==> src/sv/motor_pwm_timing_setup_defines.svh <==
// ------------------------------------------------------------------------
// motor_pwm_timing_setup_defines
// Assertion macros used by the top RTL file of the PWM timing setup block.
// ------------------------------------------------------------------------
`ifndef MOTOR_PWM_TIMING_SETUP_DEFINES_SVH
`define MOTOR_PWM_TIMING_SETUP_DEFINES_SVH

// same-cycle implication, ignored while reset is asserted
`define MPTS_ASSERT_NOW(label, ante, cons, msg) \
    label: assert property (@(posedge i_clk) disable iff (!i_rst_n) (ante) |-> (cons)) \
        else $error(msg);

// next-cycle implication, ignored while reset is asserted
`define MPTS_ASSERT_NEXT(label, ante, cons, msg) \
    label: assert property (@(posedge i_clk) disable iff (!i_rst_n) (ante) |=> (cons)) \
        else $error(msg);

`endif

==> src/sv/mpts_pkg.sv <==
// ------------------------------------------------------------------------
// mpts_pkg
// Types, constants and helpers of the motor PWM timing setup block.
// ------------------------------------------------------------------------
package mpts_pkg;

    localparam int unsigned CLOCK_HZ_DEF     = 120000000;
    localparam int unsigned PERIOD_LIMIT_DEF = 65536;

    localparam logic [23:0] MAX_FREQ_HZ = 24'd12000000;
    localparam logic [10:0] DUTY_FULL   = 11'd2000;
    localparam logic [1:0]  MAX_DIV_STEPS = 2'd3;

    // ceil(2^30 / 125); floor(x * CMP_RECIP / 2^30) == floor(x / 125)
    // for every x below 2^23, so duty*cycles/2000 = ((p >> 4) * CMP_RECIP) >> 30
    localparam logic [23:0] CMP_RECIP = 24'd8589935;

    // shared divider widths
    localparam int unsigned DVD_W = 32;
    localparam int unsigned DVS_W = 24;

    // command codes
    localparam logic [1:0] FUNC_FREQ   = 2'd0;
    localparam logic [1:0] FUNC_DUTY   = 2'd1;
    localparam logic [1:0] FUNC_SELECT = 2'd2;

    // configuration register indexes
    localparam logic [1:0] REG_PHASE_A = 2'd0;
    localparam logic [1:0] REG_PHASE_B = 2'd1;
    localparam logic [1:0] REG_PHASE_C = 2'd2;

    // phase codes
    localparam logic [1:0] PHASE_NONE = 2'd0;
    localparam logic [1:0] PHASE_A    = 2'd1;
    localparam logic [1:0] PHASE_B    = 2'd2;
    localparam logic [1:0] PHASE_C    = 2'd3;

    typedef struct packed {
        logic busy;
        logic done;
    } t_div_stat;

    // 16^steps - 1
    function automatic logic [11:0] presc_of(input logic [1:0] steps);
        logic [11:0] r;
        case (steps)
            2'd0:    r = 12'd0;
            2'd1:    r = 12'd15;
            2'd2:    r = 12'd255;
            default: r = 12'd4095;
        endcase
        return r;
    endfunction

endpackage

==> src/sv/mpts_divider.sv <==
// ------------------------------------------------------------------------
// mpts_divider
// Iterative restoring divider, one quotient bit per cycle.
// ------------------------------------------------------------------------
module mpts_divider
    import mpts_pkg::*;
#(
    parameter int unsigned W_DVD = DVD_W,
    parameter int unsigned W_DVS = DVS_W
) (
    input  logic             i_clk,
    input  logic             i_rst_n,
    input  logic             i_start,
    input  logic [W_DVD-1:0] i_dividend,
    input  logic [W_DVS-1:0] i_divisor,
    output t_div_stat        o_stat,
    output logic [W_DVD-1:0] o_quotient
);

    localparam int unsigned CNT_W = $clog2(W_DVD);

    logic [W_DVS-1:0] r_rem;
    logic [W_DVD-1:0] r_quo;
    logic [W_DVS-1:0] r_dvs;
    logic [CNT_W-1:0] r_cnt;
    logic             r_busy;
    logic             r_done;

    logic [W_DVS:0]   trial;
    logic [W_DVS:0]   diff;
    logic             qbit;

    always_comb begin
        trial = {r_rem, r_quo[W_DVD-1]};
        diff  = trial - {1'b0, r_dvs};
        qbit  = (trial >= {1'b0, r_dvs});
    end

    always_ff @(posedge i_clk) begin
        if (!i_rst_n) begin
            r_busy <= 1'b0;
            r_done <= 1'b0;
            r_cnt  <= '0;
        end else begin
            r_done <= 1'b0;
            if (i_start && !r_busy) begin
                r_busy <= 1'b1;
                r_cnt  <= '0;
            end else if (r_busy) begin
                r_cnt <= r_cnt + 1'b1;
                if (r_cnt == CNT_W'(W_DVD - 1)) begin
                    r_busy <= 1'b0;
                    r_done <= 1'b1;
                end
            end
        end
    end

    // datapath, no reset needed
    always_ff @(posedge i_clk) begin
        if (i_start && !r_busy) begin
            r_rem <= '0;
            r_quo <= i_dividend;
            r_dvs <= i_divisor;
        end else if (r_busy) begin
            r_rem <= qbit ? diff[W_DVS-1:0] : trial[W_DVS-1:0];
            r_quo <= {r_quo[W_DVD-2:0], qbit};
        end
    end

    assign o_stat.busy = r_busy;
    assign o_stat.done = r_done;
    assign o_quotient  = r_quo;

endmodule

==> src/sv/motor_pwm_timing_setup.sv <==
// ------------------------------------------------------------------------
// motor_pwm_timing_setup
// Three-phase motor PWM timing setup: prescaler, period and compare.
// ------------------------------------------------------------------------
// Usage:
//   Slave stream: tuser = func (set frequency, set duty, select pin),
//   tdata = value. One request gives exactly one result on the master
//   stream: prescaler, period, compare, active phase and error flag.
//   Pin registers are written through i_cfg_we / i_cfg_addr / i_cfg_wdata;
//   the user must do so only while the block is idle (not enforced).
// Sequence:
//   Select pin, unused codes, out-of-range frequency: the request goes
//   straight to the output step. Set duty: multiply, reciprocal
//   multiply for the division by 2000, output.
//   Set frequency: division of the clock by the frequency in the
//   divider, 1 to 4 scaling checks, both compare multiplies, output;
//   a zero cycle count is rejected as soon as the division is done.
//   o_s_tready is low while a request is in work, so a new request is
//   taken only once the last result loads; it rises as that result loads.
// Reset: synchronous, active low; restores period count 7500 at prescaler
//   15, duty 0, no phase selected and pins A=0, B=1, C=2.
// Stall: the result waits in the output register; the next request is
//   taken meanwhile and its result waits until the register frees up.
// ------------------------------------------------------------------------
`include "motor_pwm_timing_setup_defines.svh"

module motor_pwm_timing_setup
    import mpts_pkg::*;
#(
    parameter int unsigned CLOCK_HZ     = CLOCK_HZ_DEF,
    parameter int unsigned PERIOD_LIMIT = PERIOD_LIMIT_DEF
) (
    input  logic        i_clk,
    input  logic        i_rst_n,
    // configuration write port
    input  logic        i_cfg_we,
    input  logic [1:0]  i_cfg_addr,
    input  logic [7:0]  i_cfg_wdata,
    // request stream
    input  logic        i_s_tvalid,
    output logic        o_s_tready,
    input  logic [23:0] i_s_tdata,   // [23:0] value
    input  logic [1:0]  i_s_tuser,   // [1:0] func
    // result stream
    output logic        o_m_tvalid,
    input  logic        i_m_tready,
    // [11:0] prescaler, [27:12] period, [43:28] compare,
    // [45:44] active_phase, [46] error, [47] zero
    output logic [47:0] o_m_tdata
);

    localparam logic [DVD_W-1:0] CLK_DVD   = DVD_W'(CLOCK_HZ);
    localparam logic [DVD_W-1:0] CYC_MAX   = DVD_W'(PERIOD_LIMIT - 1);

    localparam logic [2:0] S_IDLE  = 3'd0;
    localparam logic [2:0] S_FDIV  = 3'd1;
    localparam logic [2:0] S_SCALE = 3'd2;
    localparam logic [2:0] S_MUL   = 3'd3;
    localparam logic [2:0] S_CDIV  = 3'd4;
    localparam logic [2:0] S_OUT   = 3'd5;

    logic [2:0]       r_state;
    logic [7:0]       r_pin_a, r_pin_b, r_pin_c;
    logic [10:0]      r_duty;
    logic [15:0]      r_cycle;
    logic [11:0]      r_presc;
    logic [15:0]      r_compare;
    logic [1:0]       r_phase;
    logic             r_err;
    logic [DVD_W-1:0] r_q;       // cycle count being scaled
    logic [1:0]       r_steps;
    logic [26:0]      r_prod;
    logic             r_out_valid;
    logic [46:0]      r_out;

    t_div_stat        div_stat;
    logic [DVD_W-1:0] div_quo;
    logic             s_accept;
    logic             out_free;
    logic [1:0]       n_phase;
    logic [23:0]      value;
    logic             freq_bad;
    logic             fdiv_go;
    logic [45:0]      cmp_full;

    assign value    = i_s_tdata;
    assign s_accept = i_s_tvalid && o_s_tready;
    assign out_free = !r_out_valid || i_m_tready;

    // zero or above 12 MHz is rejected before any division
    assign freq_bad = (value == 24'd0) || (value > MAX_FREQ_HZ);
    assign fdiv_go  = s_accept && (i_s_tuser == FUNC_FREQ) && !freq_bad;

    // duty*cycles/2000: drop the factor 16 exactly, then 1/125 by reciprocal
    assign cmp_full = 46'(r_prod[26:4]) * 46'(CMP_RECIP);

    // divider is loaded straight from the accepted request
    mpts_divider #(
        .W_DVD (DVD_W),
        .W_DVS (DVS_W)
    ) u_div (
        .i_clk      (i_clk),
        .i_rst_n    (i_rst_n),
        .i_start    (fdiv_go),
        .i_dividend (CLK_DVD),
        .i_divisor  (value),
        .o_stat     (div_stat),
        .o_quotient (div_quo)
    );

    // pin match, A wins over B, B over C
    always_comb begin
        if (value == {16'd0, r_pin_a})
            n_phase = PHASE_A;
        else if (value == {16'd0, r_pin_b})
            n_phase = PHASE_B;
        else if (value == {16'd0, r_pin_c})
            n_phase = PHASE_C;
        else
            n_phase = PHASE_NONE;
    end

    // configuration registers
    always_ff @(posedge i_clk) begin
        if (!i_rst_n) begin
            r_pin_a <= 8'd0;
            r_pin_b <= 8'd1;
            r_pin_c <= 8'd2;
        end else if (i_cfg_we) begin
            case (i_cfg_addr)
                REG_PHASE_A: r_pin_a <= i_cfg_wdata;
                REG_PHASE_B: r_pin_b <= i_cfg_wdata;
                REG_PHASE_C: r_pin_c <= i_cfg_wdata;
                default:     ;
            endcase
        end
    end

    // sequencer and timing state
    always_ff @(posedge i_clk) begin
        if (!i_rst_n) begin
            r_state     <= S_IDLE;
            r_duty      <= 11'd0;
            r_cycle     <= 16'd7500;
            r_presc     <= 12'd15;
            r_compare   <= 16'd0;
            r_phase     <= PHASE_NONE;
            r_err       <= 1'b0;
        end else begin
            case (r_state)
                S_IDLE: begin
                    if (s_accept) begin
                        case (i_s_tuser)
                            FUNC_FREQ: begin
                                if (freq_bad) begin
                                    r_err   <= 1'b1;
                                    r_state <= S_OUT;
                                end else begin
                                    r_err   <= 1'b0;
                                    r_state <= S_FDIV;
                                end
                            end
                            FUNC_DUTY: begin
                                r_err   <= 1'b0;
                                r_duty  <= (value > {13'd0, DUTY_FULL}) ?
                                           DUTY_FULL : value[10:0];
                                r_state <= S_MUL;
                            end
                            FUNC_SELECT: begin
                                r_err   <= 1'b0;
                                r_phase <= n_phase;
                                r_state <= S_OUT;
                            end
                            default: begin
                                r_err   <= 1'b0;
                                r_state <= S_OUT;
                            end
                        endcase
                    end
                end
                S_FDIV: begin
                    if (div_stat.done) begin
                        r_q     <= div_quo;
                        r_steps <= 2'd0;
                        if (div_quo == '0) begin
                            // clock slower than the request
                            r_err   <= 1'b1;
                            r_state <= S_OUT;
                        end else begin
                            r_state <= S_SCALE;
                        end
                    end
                end
                S_SCALE: begin
                    // one divide-by-16 step per cycle
                    if (r_q > CYC_MAX) begin
                        if (r_steps == MAX_DIV_STEPS) begin
                            r_err   <= 1'b1;
                            r_state <= S_OUT;
                        end else begin
                            r_q     <= r_q >> 4;
                            r_steps <= r_steps + 2'd1;
                        end
                    end else begin
                        r_cycle <= r_q[15:0];
                        r_presc <= presc_of(r_steps);
                        r_state <= S_MUL;
                    end
                end
                S_MUL: begin
                    r_prod  <= 27'(r_duty * r_cycle);
                    r_state <= S_CDIV;
                end
                S_CDIV: begin
                    r_compare <= cmp_full[45:30];
                    r_state   <= S_OUT;
                end
                S_OUT: begin
                    if (out_free) begin
                        r_out   <= {r_err, r_phase, r_compare,
                                    r_cycle - 16'd1, r_presc};
                        r_state <= S_IDLE;
                    end
                end
                default: r_state <= S_IDLE;
            endcase
        end
    end

    // result register valid: loaded from the output step, freed by the receiver
    always_ff @(posedge i_clk) begin
        if (!i_rst_n) begin
            r_out_valid <= 1'b0;
        end else if (r_state == S_OUT && out_free) begin
            r_out_valid <= 1'b1;
        end else if (i_m_tready) begin
            r_out_valid <= 1'b0;
        end
    end

    assign o_s_tready = (r_state == S_IDLE);
    assign o_m_tvalid = r_out_valid;
    assign o_m_tdata  = {1'b0, r_out};

    `MPTS_ASSERT_NOW(a_div_done_state, div_stat.done, r_state == S_FDIV,
        "divider done outside the divide state")
    `MPTS_ASSERT_NOW(a_div_idle, r_state == S_IDLE, !div_stat.busy,
        "divider busy while the sequencer is idle")
    `MPTS_ASSERT_NOW(a_duty_range, 1'b1, r_duty <= DUTY_FULL, "duty above full scale")
    `MPTS_ASSERT_NEXT(a_accept_busy, s_accept, r_state != S_IDLE,
        "request accepted but sequencer stayed idle")
    `MPTS_ASSERT_NOW(a_out_from_seq, $rose(o_m_tvalid), $past(r_state) == S_OUT,
        "result raised outside the output step")

endmodule
==> config.mk <==
export PLATFORM = sky130hd
export DESIGN_NAME = motor_pwm_timing_setup
export DESIGN_NICKNAME = d
export VERILOG_FILES = /design/src/sv/mpts_pkg.sv /design/src/sv/mpts_divider.sv /design/src/sv/motor_pwm_timing_setup.sv
export VERILOG_INCLUDE_DIRS = /design/src /design/src/sv
export SDC_FILE = /design/constraint.sdc
export NUM_CORES = 1
export LEC_CHECK = 0
export ABC_AREA = 1
export BUFFER_PORTS_ARGS = -buffer_cell sky130_fd_sc_hd__buf_2
export CAP_MARGIN = 0
export CORE_ASPECT_RATIO = 0.7
export CORE_MARGIN = 1
export CORE_UTILIZATION = 61
export CTS_BUF_LIST = sky130_fd_sc_hd__clkbuf_8 sky130_fd_sc_hd__clkbuf_16
export DETAILED_ROUTE_END_ITERATION = 8
export GPL_ROUTABILITY_DRIVEN = 1
export PLACE_DENSITY_LB_ADDON = 0.25
export RECOVER_POWER = 50
export SETUP_SLACK_MARGIN = 0.5
export SYNTH_ARGS = -nofsm -noshare
export SYNTH_HDL_FRONTEND = slang
export SYNTH_HIERARCHICAL = 1
export SYNTH_SLANG_ARGS = --single-unit
==> constraint.sdc <==
create_clock -name i_clk -period 7.9 [get_ports i_clk]
set_input_delay 0.395 -clock i_clk [delete_from_list [all_inputs] [get_ports i_clk]]
set_output_delay 0.395 -clock i_clk [all_outputs]
set_load 0.01 [all_outputs]
Word-level counts from Yosys, hierarchy flattened --
Index checks and enable logic that the tools add are counted.
Operators by class: bitwise operators 3, muxes and demuxes 37, $lt $le $gt $ge 4, eq/ne operators 24, $add $sub $neg 4, multipliers 2, reductions and logical operators 32
Operators with widths (count):
- 32-bit two-way mux | 3
- 24-bit by 8-bit == test with 1-bit output | 3
- 32-bit one-hot mux with 2 select lines | 1
- 23-bit by 24-bit multiplier with 46-bit output (second input constant) | 1
- 12-bit one-hot mux with 3 select lines | 1
- 32-bit by 16-bit > comparator with 1-bit output (second input constant) | 1
- 32-bit logical NOT | 1
- 11-bit by 16-bit multiplier with 27-bit output | 1
- 25-bit by 24-bit greater-or-equal comparator with 1-bit output | 1
- 24-bit by 11-bit > comparator with 1-bit output (second input constant) | 1
- 24-bit > comparator (second input constant) | 1
- 24-bit logical NOT | 1
- 24-bit two-way mux | 1
- 24-bit subtractor | 1
- 3-bit two-way mux | 7
- 3-bit one-hot mux with 6 select lines | 1
- 16-bit by 1-bit subtractor with 16-bit output (second input constant) | 1
- 1-bit two-way mux | 13
- 2-bit two-way mux | 6
- 11-bit two-way mux | 1
- 2-bit != test (second input constant) | 5
- 2-bit AND reduction | 5
- 3-bit AND reduction | 3
- 2-bit == test (second input constant) | 4
- other kinds (25) | 42
Storage, ports and cells: register bits after elaboration 281, input bits 41, output and inout bits 50

Depth between registers and ports, before layout --
Gate-level depths: netlist (run 1).
word-level depth 6, mapped depth 28, gate-level depth less buffers 28

Cells and area by module --
Netlist (run 1), hierarchy kept.
Modules (own cells, without submodules):
- motor_pwm_timing_setup | area an instance 22302.6 um^2, times used 1, cells each 2736
- mpts_divider | area an instance 5482.8 um^2, times used 1, cells each 782

Worst setup path before layout (run 1) --
OpenSTA, ideal clock, no wires.
path kind register to register, start register r_prod[24], end register r_compare[0], slack 2.172 ns, setup time 0.115 ns, stages on the path, launching flop included 24, clock period less this slack 5.728 ns, path buffers 0, arrival 5.613 ns, cell sequence edfxtp_1 > fa_1 > inv_1 > fa_1 > inv_1 > fa_1 > fa_1 > fa_1 > inv_1 > fa_1 > inv_1 > fa_1 > ha_1 > nand2_1 > nor2_1 > inv_1 > nor2_1 > inv_1 > nor3_1 > o21ai_0 > nand2_1 > nor2_1 > o21ai_0 > inv_1
Between the ends: word-level cells in the longest chain between the ends 1
Ends and longest elaborated chain:
- start: declaration | RTL line motor_pwm_timing_setup.sv:72 | logic [26:0] r_prod;
- start signal: assignment | RTL line motor_pwm_timing_setup.sv:211 | r_prod <= 27'(r_duty * r_cycle);
- 23-bit by 24-bit multiplier with 46-bit output | RTL line motor_pwm_timing_setup.sv:95 | assign cmp_full = 46'(r_prod[26:4]) * 46'(CMP_RECIP);
- end signal: assignment | RTL line motor_pwm_timing_setup.sv:215 | r_compare <= cmp_full[45:30];
- end: declaration | RTL line motor_pwm_timing_setup.sv:67 | logic [15:0] r_compare;
Every way passes these cells. A chain may end at the register's enable or synchronous reset.

Final worst setup path (run 1) --
start register r_prod[24], end register r_compare[15]
Same word-level chain as after synthesis.

==> impl_metrics.ini, run 1 <==
[worst_setup_path]
crit_start = r_prod[24]
critPathLaunchType = flop
path_class = flop to flop
rrSetupSlack_ns = 1.78
arrival_ns = 6.63
worstPathMaxFanout = 8
crit_required_ns = 8.41
reg2reg_from = r_prod[24]
worstSetupEndpointType = flop

[sta]
fin_hold_ws_ns = 0.0449
finalCritPeriodShare_pct = 77.4
tightestPinTransition_ns = 2.59
period_needed_ns = 6.12
max-slew-margin-rel_pct = -72.4
setup_tns_ns = 0
setup_viol = 0
fmax_mhz = 164
finalHoldViolCount = 0
slew_viol_final = 115
fin_skew_ns = 0.0264
rsz0062_at_grt = no

[route]
wl_per_cell_um = 16.7
drtPass1Iterations = 6
drt_wl_total_um = 70200
viasPerCell = 5.30
first_iter_violations = 1984
drc = 0
antenna_left = 0
route.vias.total = 22300

[floorplan]
io_pins = 91
die_area_um2 = 46400
die_w_um = 257
rows = 65
start_util_pct = 61.8
core-area_um2 = 45000
die_y_um = 181

[power_and_ir_drop]
vdd_ir_drop_max_mv = 0.325
power.density_nw_per_um2 = 312
p_leak_uw = 0.0158

[layout]
seqCellArea_um2 = 6700
postLayoutCellArea_um2 = 29500
multi_input_area_um2 = 17700
area_growth_pct = 6.28
drive_above_1_share_pct = 2.74
fin_nets = 4237
fillCellCount = 3926

[placed_design]
place_congestion = 0.985
port_buffers = 89
placed_area_um2 = 28800
dpl.hpwl_um = 56200

[yosys]
netlist_area_um2 = 27800
ys_warn_count = 6
syn_inst = 3517
avgSynthCellArea_um2 = 7.90

[clock_tree]
clkSinkCount = 259
cts.clk_slew.worst_paths_ns = 0.07
cts_tree = built
clkLatencyLatePin_ns = 0.57
cts_max_path_buffers = 3
postCtsHoldBufs = 0
cts_resized = 0
cts_buffers = 27
htreeDepth = 1
cts-root-buf = clkbuf_16
cts_setup_buffers = 0

[grt]
grt_pass1_wl_um = 114000
grt_max_degree = 61
grt_usage_pct = 30.9
first_global_vias = 21900
grt_overflow_total = 0
grt_antenna_before_repair = 4

[status]
status = finished, violations left
violations = max-capacitance violations, max-slew violations

[worst_hold_path]
hold_start = i_s_tdata[10]
hp-class = input pin to flop

[run]
maxCapViolCount = 3
==> worst max-delay path, cell delays in order, from the launching register on <==
cell	delay, ns
edfxtp_1	0.55
fa_1	0.58
fa_1	0.50
inv_1	0.06
fa_1	0.54
inv_1	0.06
fa_1	0.51
fa_1	0.53
fa_1	0.55
inv_1	0.06
fa_1	0.53
inv_1	0.04
ha_1	0.31
nand2_1	0.12
o21ai_0	0.42
nand2_1	0.09
nand2_1	0.10
inv_1	0.04
nand2_1	0.05
nand2_1	0.06
nand3_1	0.08
nand2_1	0.07
nand3_1	0.11
nand2_1	0.07
inv_1	0.05
==> where the power goes <==
group / switching (uW) / total, uW / internal (uW)
clock: 564 / 1250 / 682
combinational: 4040 / 6110 / 2080
sequential: 163 / 1850 / 1690
==> cell type report <==
cell class / count / area share [%]
Multi-Input combinational cell: 2389 / 60.1
Timing Repair Buffer: 104 / 1.51
Clock inverter: 18 / 0.314
Tap cell: 603 / 2.56
Clock buffer: 32 / 2.56
Inverter: 805 / 10.2
Antenna cell: 3 / 0.0254
Sequential cell: 259 / 22.7
==> path summary, 6_finish.rpt <==
path	cells past startpoint	to
setup reg to reg	24	r_compare[15]
hold / removal	1	u_div/r_dvs[10]
setup / recovery	24	r_compare[15]
hold reg to reg	0	r_out[42]
==> cells in the final DEF, fill, tap and decap left out, types with 6 or more instances in the layout <==
cell type / count
nor4_1: 8
xnor2_1: 21
a31oi_1: 10
xor2_1: 41
o21ai_0: 132
dfxtp_1: 108
conb_1: 33
nor2_2: 6
nand3_1: 107
inv_1: 804
nor2_1: 257
or2_2: 6
edfxtp_1: 151
clkbuf_1: 79
nor3_1: 38
inv_2: 7
a21oi_1: 130
o21bai_1: 6
buf_2: 15
fa_1: 281
buf_4: 10
ha_1: 329
nand4_1: 67
clkbuf_16: 28
nand3b_1: 12
a21o_1: 6
nand2_1: 866
==> routing by layer <==
metal	GRT usage (%)	part of all wire (%)	vias up
met5	0	0.021	-
met4	5.71	1.8	2
met3	7.93	11	88
met2	45.2	41	856
met1	46.4	46	10400
li1	-	-	10900
==> registers in the layout, indices dropped and copies added, names as in the netlist, 3 cells and up <==
signal,flops
r_compare,16
r_cycle,16
r_duty,11
r_out,38
r_pin_a,8
r_pin_b,8
r_pin_c,8
r_presc,3
r_prod,23
r_q,32
r_state,3
u_div/o_quotient,32
u_div/r_cnt,5
u_div/r_dvs,24
u_div/r_rem,24
==> per-stage QoR <==
step / util, % / cells / power, uW / setup slack [ns]
global route: 65.6 / 4210 / 10100 / 1.35
CTS: 65.9 / 4210 / 9120 / 1.78
floorplan: - / 3548 / 6160 / 2.17
global placement: 64.0 / 4160 / 7760 / 1.82
finish: 65.6 / 4213 / 9210 / 1.78
detailed placement: 64.0 / 4160 / 7800 / 1.81
Power figures use the tool's default switching activity.
==> run 2, diff against run 1 <==
CORE_UTILIZATION = 59   (was 61)
clock period = 5.4 ns   (was 7.9 ns; I/O delays follow)
==> run 2 against run 1 <==
  * The run ends with design-rule violations, max-capacitance violations, max-slew violations, negative setup slack left
  * Sequential power is 44% higher
  * Clock-buffer cell count fell by 4
  * Wire length up 5.1%
  * Fmax grew 9.0%
  * Total power increased by 73%
  * Critical path type unchanged
  * Critical endpoint is now r_compare[4]
  * Largest cell class unchanged
==> impl_metrics.ini, run 2 (synthesis gave the netlist of run 1 again) <==
[status]
status = finished, violations left
violations = design-rule violations, max-capacitance violations, max-slew violations, negative setup slack

[clock_tree]
cts_buffers = 27
cts.clk_slew.worst_paths_ns = 0.08
clkSinkCount = 259
clkLatencyLatePin_ns = 0.57
cts_tree = built
cts-root-buf = clkbuf_16
htreeDepth = 1
cts_max_path_buffers = 3

[sta]
tightestPinTransition_ns = 1.91
fin_skew_ns = 0.0237
finalHoldViolCount = 0
finalCritPeriodShare_pct = 104
rsz0062_at_grt = yes
max-slew-margin-rel_pct = -27.7
fin_hold_ws_ns = 0.0144
slew_viol_final = 44
period_needed_ns = 5.61
fmax_mhz = 178
layout_setup_ws_ns = -0.211
setup_viol = 16

[route]
wl_per_cell_um = 16.8
wl_met1_um = 35900
drc = 6
antenna_left = 0
route.vias.total = 23200
wl_met2_um = 30600
drtPass1Iterations = 8
top_layer_used = met5
drt_wl_total_um = 73800
first_iter_violations = 2142
wl_met3_um = 6150
viasPerCell = 5.27

[worst_hold_path]
hold_start = i_cfg_wdata[2]
hp-class = input pin to flop

[layout]
largest_register = r_out
diodes = 0
final_common_cell = nand2_1
largest_register_ffs = 38
fin_nets = 4421
final_cell_mix = 843 x nand2_1, 783 x inv_1, 310 x ha_1
postLayoutCellArea_um2 = 31800
area_growth_pct = 14.6
drive_above_1_share_pct = 11.3
fillCellCount = 3835

[floorplan]
die_y_um = 184
die_w_um = 261
start_util_pct = 59.9
core-area_um2 = 46400
rows = 66
io_pins = 91
die_area_um2 = 48000

[grt]
grt_pass1_wl_um = 117000
grt_usage_pct = 31.0
grt_max_degree = 60
grt_antenna_before_repair = 3
grt_overflow_total = 0
first_global_vias = 21800

[worst_setup_path]
worstPathMaxFanout = 3
critPathLaunchType = flop
reg2reg_from = r_prod[25]
crit_required_ns = 5.89
path_class = flop to flop
arrival_ns = 6.10
worstSetupEndpointType = flop
crit_start = r_prod[25]

[placed_design]
place_congestion = 0.986
placed_area_um2 = 30000
dpl.hpwl_um = 59200
port_buffers = 89

[power_and_ir_drop]
power.switching_uw = 8020
power.density_nw_per_um2 = 501
p_leak_uw = 0.0168
power_frac_seq_pct = 16.8
swShare_pct = 50.3
clkPwrFrac_pct = 11.9
p_int_uw = 7910
p_comb_share_pct = 71.3
vdd_ir_drop_max_mv = 0.615

[run]
maxCapViolCount = 2
==> run 2: changes by cell type in the layout (fill, tap and decap cells not counted), moves of 20 or more <==
cell / change
buf_4: +151
a21oi_1: -35
a21oi_2: +33
nand2_1: -23
dfxtp_1: -22
dlygate4sd3_1: +22
inv_1: -21
nor2_1: -20
==> run 2: through the flow <==
step                      setup slack [ns]  total power (uW)  cells  setup TNS (ns)  utilization, %
after floorplan                    -0.0415              9380   3548         -0.0415               -
after global placement              -0.260             12500   4311           -3.08            64.6
after detailed placement            -0.333             12500   4311           -3.78            64.6
after CTS                           -0.197             15100   4387           -2.80            67.6
after global routing                -0.446             17300   4403           -6.59            68.6
final                               -0.211             15900   4403           -2.89            68.6
==> run 2: final cells by class <==
cell class / instances / area (um^2) / share of cell area, %
timing repair buffer: 288 / 1940 / 6.11
clock inverter: 22 / 176 / 0.554
multi-input combinational: 2389 / 18400 / 58.0
sequential: 259 / 6770 / 21.3
inverter: 805 / 3020 / 9.50
tap: 612 / 766 / 2.41
clock buffer: 28 / 701 / 2.20
==> run 2: worst paths after layout <==
| kind | cells after the start | end | slack (ns) |
|---|---|---|---|
| worst max-delay path | 19 | r_compare[4] | -0.21 |
| worst min register to register | 0 | r_out[37] | 0.44 |
| worst max register to register | 19 | r_compare[4] | -0.21 |
| worst min-delay path | 3 | r_pin_a[2] | 0.01 |
==> run 2: repair_timing <==
| action | CTS | global route |
|---|---|---|
| hold buffers | 22 | 0 |
| hold endpoints to repair | 25 | 0 |
| endpoints found under the setup margin | 33 | 33 |
| gates resized for setup | 83 | 125 |
| buffers inserted | 4 | 16 |
| pin swaps | 17 | 59 |
==> run 2: worst max-delay path, stage by stage (launching register included) <==
cell,delay [ns]
edfxtp_1,0.46
fa_2,0.54
fa_1,0.54
inv_2,0.04
fa_2,0.52
inv_2,0.04
fa_1,0.54
fa_2,0.47
fa_1,0.49
inv_1,0.05
fa_1,0.49
inv_2,0.05
ha_4,0.23
a21oi_2,0.15
buf_4,0.12
o21bai_1,0.10
a21o_1,0.19
a21oi_2,0.22
nand3_1,0.12
a31oi_1,0.17
==> run 2: layer usage <==
metal,track usage [%],vias up
li1,-,11300
met1,48.5,11000
met2,44.6,845
met3,5.90,68
met4,5.21,2
met5,0,-
==> run 2: power groups by stage <==
stage	clock (uW)	combinational [uW]	sequential, uW
after floorplan	0	6750	2630
after global placement	0	9780	2700
after detailed placement	0	9810	2700
after CTS	1900	10500	2670
after global routing	1990	12600	2700
final	1890	11400	2670
